--- src/sv/wpl_pkg.sv ---
// Shared types, constants and codes of the windowed probe lookup cache.
package wpl_pkg;

  localparam int INITIAL_SLOTS_DEF = 1024;
  localparam int MAX_SLOTS_DEF     = 4096;
  localparam int WIN_SLOTS_DEF     = 8;
  localparam int ROOT_SHIFT        = 4;

  localparam int ROOT_W    = 48;
  localparam int WORD_W    = 64;
  localparam int IN_DATA_W = 240;
  localparam int OUT_DATA_W = 72;

  typedef enum logic [1:0] {
    OP_LOOKUP = 2'd0,
    OP_INSERT = 2'd1,
    OP_CLEAR  = 2'd2,
    OP_NONE   = 2'd3
  } op_t;

  typedef enum logic [1:0] {
    ST_INSERTED = 2'd0,
    ST_DUP      = 2'd1,
    ST_FULL     = 2'd2,
    ST_NOT_INS  = 2'd3
  } ins_status_t;

  // Which bound ends a sweep over the slot index.
  typedef enum logic [1:0] {
    LIM_ALL,
    LIM_SIZE,
    LIM_HALF
  } lim_t;

  typedef enum logic [3:0] {
    S_CLR,
    S_IDLE,
    S_PRB_RD,
    S_PRB_CMP,
    S_COPY_RD,
    S_COPY_WR,
    S_MIG_RD,
    S_MIG_CHK,
    S_DONE
  } state_t;

  typedef struct packed {
    logic              valid;
    logic [ROOT_W-1:0] root;
    logic [WORD_W-1:0] key;
    logic [WORD_W-1:0] hash;
    logic [WORD_W-1:0] value;
  } slot_t;

  typedef struct packed {
    logic        load_in;
    logic        load_scr;
    logic        probe_start;
    logic        probe_next;
    logic        slot_rd_probe;
    logic        slot_wr_entry;
    logic        slot_rd_sweep;
    logic        slot_wr_zero;
    logic        scr_rd_sweep;
    logic        scr_wr_sweep;
    logic        sweep_rst;
    logic        sweep_inc;
    lim_t        lim;
    logic        cnt_clr;
    logic        cnt_inc;
    logic        size_dbl;
    logic        set_hit;
    logic        set_stat;
    ins_status_t stat;
    logic        set_grew;
    logic        out_load;
  } ctl_cmd_t;

  typedef struct packed {
    op_t  in_op;
    logic slot_empty;
    logic slot_match;
    logic probe_last;
    logic sweep_last;
    logic grow_need;
    logic scr_valid;
    logic out_free;
  } ctl_sts_t;

endpackage

--- src/sv/wpl_ctrl.sv ---
// Controller state machine of the windowed probe lookup cache.
module wpl_ctrl import wpl_pkg::*; (
  input  logic     clk,
  input  logic     rst_n,
  input  logic     in_tvalid,
  output logic     in_tready,
  input  ctl_sts_t sts,
  output ctl_cmd_t cmd
);

  state_t state_r, state_nxt;
  op_t    op_r, op_nxt;
  logic   mig_r, mig_nxt;
  logic   clr_r, clr_nxt;
  logic   prb_end;

  // A probe ends at an empty slot, at a matching entry or after the window.
  assign prb_end = sts.slot_empty || sts.slot_match || sts.probe_last;

  always_ff @(posedge clk) begin
    if (!rst_n) begin
      state_r <= S_CLR;
      op_r    <= OP_NONE;
      mig_r   <= 1'b0;
      clr_r   <= 1'b0;
    end else begin
      state_r <= state_nxt;
      op_r    <= op_nxt;
      mig_r   <= mig_nxt;
      clr_r   <= clr_nxt;
    end
  end

  always_comb begin
    state_nxt = state_r;
    op_nxt    = op_r;
    mig_nxt   = mig_r;
    clr_nxt   = clr_r;
    unique case (state_r)
      S_CLR: begin
        if (sts.sweep_last) begin
          state_nxt = clr_r ? S_DONE : S_IDLE;
        end
      end
      S_IDLE: begin
        if (in_tvalid) begin
          op_nxt = sts.in_op;
          unique case (sts.in_op)
            OP_LOOKUP, OP_INSERT: state_nxt = S_PRB_RD;
            OP_CLEAR: begin
              state_nxt = S_CLR;
              clr_nxt   = 1'b1;
            end
            default: state_nxt = S_DONE;
          endcase
        end
      end
      S_PRB_RD: state_nxt = S_PRB_CMP;
      S_PRB_CMP: begin
        if (mig_r) begin
          if (prb_end) begin
            if (sts.sweep_last) begin
              state_nxt = S_DONE;
            end else begin
              state_nxt = S_MIG_RD;
            end
          end else begin
            state_nxt = S_PRB_RD;
          end
        end else if (op_r == OP_INSERT && sts.slot_empty && sts.grow_need) begin
          state_nxt = S_COPY_RD;
        end else if (prb_end) begin
          state_nxt = S_DONE;
        end else begin
          state_nxt = S_PRB_RD;
        end
      end
      S_COPY_RD: state_nxt = S_COPY_WR;
      S_COPY_WR: begin
        if (sts.sweep_last) begin
          state_nxt = S_MIG_RD;
          mig_nxt   = 1'b1;
        end else begin
          state_nxt = S_COPY_RD;
        end
      end
      S_MIG_RD: state_nxt = S_MIG_CHK;
      S_MIG_CHK: begin
        if (sts.scr_valid) begin
          state_nxt = S_PRB_RD;
        end else if (sts.sweep_last) begin
          state_nxt = S_DONE;
        end else begin
          state_nxt = S_MIG_RD;
        end
      end
      S_DONE: begin
        if (sts.out_free) begin
          state_nxt = S_IDLE;
          mig_nxt   = 1'b0;
          clr_nxt   = 1'b0;
        end
      end
      default: state_nxt = S_IDLE;
    endcase
  end

  always_comb begin
    cmd       = '0;
    cmd.lim   = LIM_HALF;
    cmd.stat  = ST_NOT_INS;
    in_tready = 1'b0;
    unique case (state_r)
      S_CLR: begin
        cmd.lim          = LIM_ALL;
        cmd.slot_wr_zero = 1'b1;
        cmd.sweep_inc    = 1'b1;
        cmd.cnt_clr      = 1'b1;
      end
      S_IDLE: begin
        in_tready = 1'b1;
        if (in_tvalid) begin
          cmd.load_in     = 1'b1;
          cmd.probe_start = 1'b1;
          cmd.sweep_rst   = 1'b1;
        end
      end
      S_PRB_RD: cmd.slot_rd_probe = 1'b1;
      S_PRB_CMP: begin
        cmd.probe_next = 1'b1;
        if (mig_r) begin
          if (sts.slot_empty) begin
            cmd.slot_wr_entry = 1'b1;
            cmd.cnt_inc       = 1'b1;
          end
          if (prb_end) begin
            cmd.sweep_inc = 1'b1;
          end
        end else if (op_r == OP_LOOKUP) begin
          cmd.set_hit = !sts.slot_empty && sts.slot_match;
        end else if (sts.slot_empty) begin
          cmd.slot_wr_entry = 1'b1;
          cmd.cnt_inc       = 1'b1;
          cmd.set_stat      = 1'b1;
          cmd.stat          = ST_INSERTED;
          if (sts.grow_need) begin
            cmd.set_grew  = 1'b1;
            cmd.sweep_rst = 1'b1;
          end
        end else if (sts.slot_match) begin
          cmd.set_stat = 1'b1;
          cmd.stat     = ST_DUP;
        end else if (sts.probe_last) begin
          cmd.set_stat = 1'b1;
          cmd.stat     = ST_FULL;
        end
      end
      S_COPY_RD: begin
        cmd.lim           = LIM_SIZE;
        cmd.slot_rd_sweep = 1'b1;
      end
      S_COPY_WR: begin
        cmd.lim          = LIM_SIZE;
        cmd.scr_wr_sweep = 1'b1;
        cmd.slot_wr_zero = 1'b1;
        if (sts.sweep_last) begin
          cmd.size_dbl  = 1'b1;
          cmd.cnt_clr   = 1'b1;
          cmd.sweep_rst = 1'b1;
        end else begin
          cmd.sweep_inc = 1'b1;
        end
      end
      S_MIG_RD: cmd.scr_rd_sweep = 1'b1;
      S_MIG_CHK: begin
        if (sts.scr_valid) begin
          cmd.load_scr    = 1'b1;
          cmd.probe_start = 1'b1;
        end else begin
          cmd.sweep_inc = 1'b1;
        end
      end
      S_DONE: cmd.out_load = sts.out_free;
      default: cmd = '0;
    endcase
  end

endmodule

--- config.mk ---
export PLATFORM = sky130hd
export DESIGN_NAME = wpl_ctrl
export DESIGN_NICKNAME = d
export VERILOG_FILES = /design/src/sv/wpl_pkg.sv /design/src/sv/wpl_ctrl.sv
export SDC_FILE = /design/constraint.sdc
export NUM_CORES = 1
export LEC_CHECK = 0
export BUFFER_PORTS_ARGS = -buffer_cell sky130_fd_sc_hd__buf_2
export CORE_MARGIN = 2
export CORE_UTILIZATION = 49
export CTS_BUF_LIST = sky130_fd_sc_hd__clkbuf_4 sky130_fd_sc_hd__clkbuf_8 sky130_fd_sc_hd__clkbuf_16
export CTS_CLUSTER_DIAMETER = 40
export DETAILED_ROUTE_END_ITERATION = 12
export HOLD_SLACK_MARGIN = 0.02
export PLACE_DENSITY = 0.86
export SYNTH_ARGS = -nofsm -noshare
export SYNTH_HDL_FRONTEND = slang
export SYNTH_SLANG_ARGS = --single-unit
export TNS_END_PERCENT = 10
--- constraint.sdc ---
create_clock -name clk -period 1.9 [get_ports clk]
set_input_delay 0.095 -clock clk [delete_from_list [all_inputs] [get_ports clk]]
set_output_delay 0.095 -clock clk [all_outputs]
set_load 0.02 [all_outputs]
==> results.py <==
metrics = {
    "setup_path": {
        "crit_fanout": 14,
        "startpoint": "state_r[2]$_SDFFE_PN0P_",
        "cpPeakStageDelay_ns": 0.40,
        "cp_num_buf_inv": 1,
        "reg2reg_slack_ns": 0.42,
        "cp.required_ns": 1.80,
        "rr_worst_depth": 3,
        "path_cells": "nand2b_2 > or3_4 > o21ai_0 > a21oi_1 > buf_2",
        "cp-start-kind": "flip-flop",
        "r2r_end": "state_r[3]$_SDFFE_PN0P_",
        "path_class": "reg -> out",
        "crit_arrival_ns": 1.71,
        "regToRegStartpoint": "state_r[1]$_SDFFE_PN0P_",
        "path_delay_family": "simple AND/OR/NAND/NOR gates",
        "crit_slowest_cell": "or3_4",
        "end_kind": "primary output",
    },
    "hold_path": {
        "min_from": "rst_n",
        "hp-class": "in -> reg",
        "whs_endpoint": "op_r[1]$_SDFFE_PN1P_",
        "holdPathStages": 2,
    },
    "power_and_ir_drop": {
        "p_per_area_mw_per_mm2": 541,
        "p_leak_uw": 0.000498,
        "fin_total_pwr_uw": 536,
        "ir_worst_vdd_mv": 0.409,
    },
    "sta": {
        "period_needed_ns": 1.80,
        "clock_skew_ns": 0.00511,
        "drv_slew": 0,
        "rsz0062_at_grt": "no",
        "tightestPinTransition_ns": 0.486,
        "hold_violations": 0,
        "fin_hold_ws_ns": 0.0764,
        "slew_headroom": 0.673,
        "finalSetupViolations": 0,
        "fin_crit_sh": 0.949,
        "finalSetupTns_ns": 0,
        "max_freq_mhz": 554,
    },
    "cells_and_area": {
        "drive_gt1_frac": 0.353,
        "syn_to_final_growth_pct": 24.5,
        "nets": 164,
        "seq_area_um2": 164,
        "num_antenna_cells": 0,
        "post-route-util": 0.658,
        "multi_input_area_um2": 549,
        "nFillCells": 126,
    },
    "placed_design": {
        "io_buffers": 35,
        "place_congestion": 0.941,
        "dp.final_hpwl_um": 1770,
    },
    "clocking": {
        "cts-root-buf": "clkbuf_4",
        "clkTransAtPathRegs_ns": 0.05,
        "worstSkewPairLatency_ns": 0.25,
        "cts_tree": "done",
        "clockBufferDepth": 2,
        "htree_levels": 1,
        "cts.sinks": 8,
        "cts_buffers": 3,
        "post_cts_buffers": 0,
    },
    "yosys": {
        "yosysUniqueCellTypes": 38,
        "synth_common_cells": "13 x nor2_1, 10 x a21oi_1, 10 x nand2_1, 10 x o21ai_0",
        "ys.warnings.count": 0,
        "synth_area_leaders": "dfxtp_1 20%, a21oi_1 6.3%, o21ai_0 6.3%",
        "dominantRegCellSynth": "dfxtp_1",
        "synth_top_cell_area_share": 0.201,
        "synth.most_common_cell": "nor2_1",
        "async_reset_ff_frac": 0,
        "yosysTopAreaCell": "dfxtp_1",
        "synth.avg_cell_area_um2": 6.86,
        "synth_nets": 128,
        "ys_ff_latch": 8,
        "syn_inst": 116,
        "synth_edf_count": 0,
        "netlist_area_um2": 796,
        "seq_area_frac_synth": 0.201,
    },
    "die": {
        "core.rowCount": 14,
        "die_area_mm2": 0.00196,
        "fp.coreArea_mm2": 0.00151,
        "ioPinCount": 36,
        "fp.dieH_um": 44.3,
        "initial_core_util": 0.528,
        "die_w_um": 44.3,
    },
    "routing": {
        "via_per_inst": 6.08,
        "first_iter_violations": 49,
        "antenna_left": 0,
        "vias": 1009,
        "drc": 0,
        "wirelength_um": 2220,
        "dr.pass1.iters": 4,
        "wl_per_cell_um": 13.4,
    },
    "global_routing": {
        "grt.total_usage": 0.249,
        "antenna_found_initial": 0,
        "grt_first_pass_wirelength_um": 3730,
        "grt-ovfl-total": 0,
        "grt_max_degree": 15,
        "first_global_vias": 885,
    },
    "run_status": {
        "run_status": "completed",
    },
    "job": {
        "maxCapViolCount": 0,
    },
}
[metrics by stage]
| stage | setup WS [ns] | instance area, um^2 | std cells |
|---|---|---|---|
| floorplan | 0.00287 | 796 | 116 |
| global placement | 0.306 | 965 | 163 |
| detailed placement | 0.259 | 965 | 163 |
| CTS | 0.00336 | 988 | 166 |
| global route | 0.0190 | 991 | 166 |
| finish | 0.0961 | 991 | 166 |
[routing by layer]
| metal | wire, um | track usage | vias to the layer above |
|---|---|---|---|
| met5 | 0 | 0 | - |
| met4 | 39 | 0.121 | 0 |
| met3 | 253 | 0.0327 | 6 |
| met2 | 1070 | 0.400 | 67 |
| met1 | 859 | 0.328 | 446 |
| li1 | - | - | 490 |
[worst max path at each step]
stage / endpoint / slack [ns] / cells past startpoint
6_report: cmd[2] / 0.1 / 5
4_1_cts: cmd[2] / 0.003 / 5
3_3_place_gp: cmd[12] / 0.31 / 5
5_1_grt: cmd[2] / 0.02 / 5
2_1_floorplan: cmd[17] / 0.003 / 5
3_5_place_dp: cmd[2] / 0.26 / 5
[repair_timing]
| item | 4_1_cts | 5_1_grt |
|---|---|---|
| resized for setup | 1 | 2 |
| setup endpoints to repair | 2 | 8 |
| pin swaps | 0 | 0 |
| cloned | 0 | 0 |
| hold buffers | 0 | 0 |
[where the power goes]
group | switching (uW) | internal (uW)
clock | 53.9 | 72.0
combinational | 133 | 80.1
sequential | 19.0 | 178
[registers in the layout (all words and copies together), names as in the netlist]
register  count
clr_r         1
op_r          2
state_r       4
mig_r         1
[kinds of logic after synthesis]
kind of cell / count (synthesis) / synth area share
buf+inv: 16 / 0.108
compound gates: 32 / 0.252
flops: 8 / 0.201
mux: 2 / 0.0252
simple gates: 58 / 0.414
[area by class of cell]
type | count | share of cell area
multi-input cells | 92 | 0.554
repair buffers | 39 | 0.207
flip-flops and latches | 8 | 0.165
inverters | 8 | 0.0303
clock buffers | 3 | 0.0227
well taps | 16 | 0.0202
[layout by cell type, fill, tap and decap left out]
cell type  Yosys  final
o211a_1        2      2
or3_1          2      2
nand2b_1       2      2
o21ai_1        1      1
nand2b_2       1      1
a2111oi_0      1      1
or2_1          1      1
o31ai_1        1      1
nor3b_1        1      1
or4_4          1      1
or3_4          1      1
and3_1         2      2
nand3_1        4      4
o22ai_1        4      4
o21ai_0       10     10
nand2b_4       1      1
mux2i_1        2      2
nor4_1         3      3
nor4b_1        2      2
nor2b_1        2      2
a221oi_2       1      1
dfxtp_2        0      3
inv_2          1      1
dfxtp_1        8      5
clkbuf_4       0      3
nand4b_1       1      1
o311a_1        1      1
nand3_2        1      1
buf_2          3     35
a21oi_1       10     10
o32ai_1        1      1
nor3_1         8      8
nor2_1        13     13
nor3_2         1      1
nand2_1       10     10
buf_4          2      4
inv_1          7      7
and3b_1        1      1
[worst reg2reg max path: stages, from the launching register on]
cell	delay, ns
dfxtp_2	0.39
or2_1	0.33
a2111oi_0	0.48
o311a_1	0.23
No activity file was read; power rests on OpenSTA's default activity.
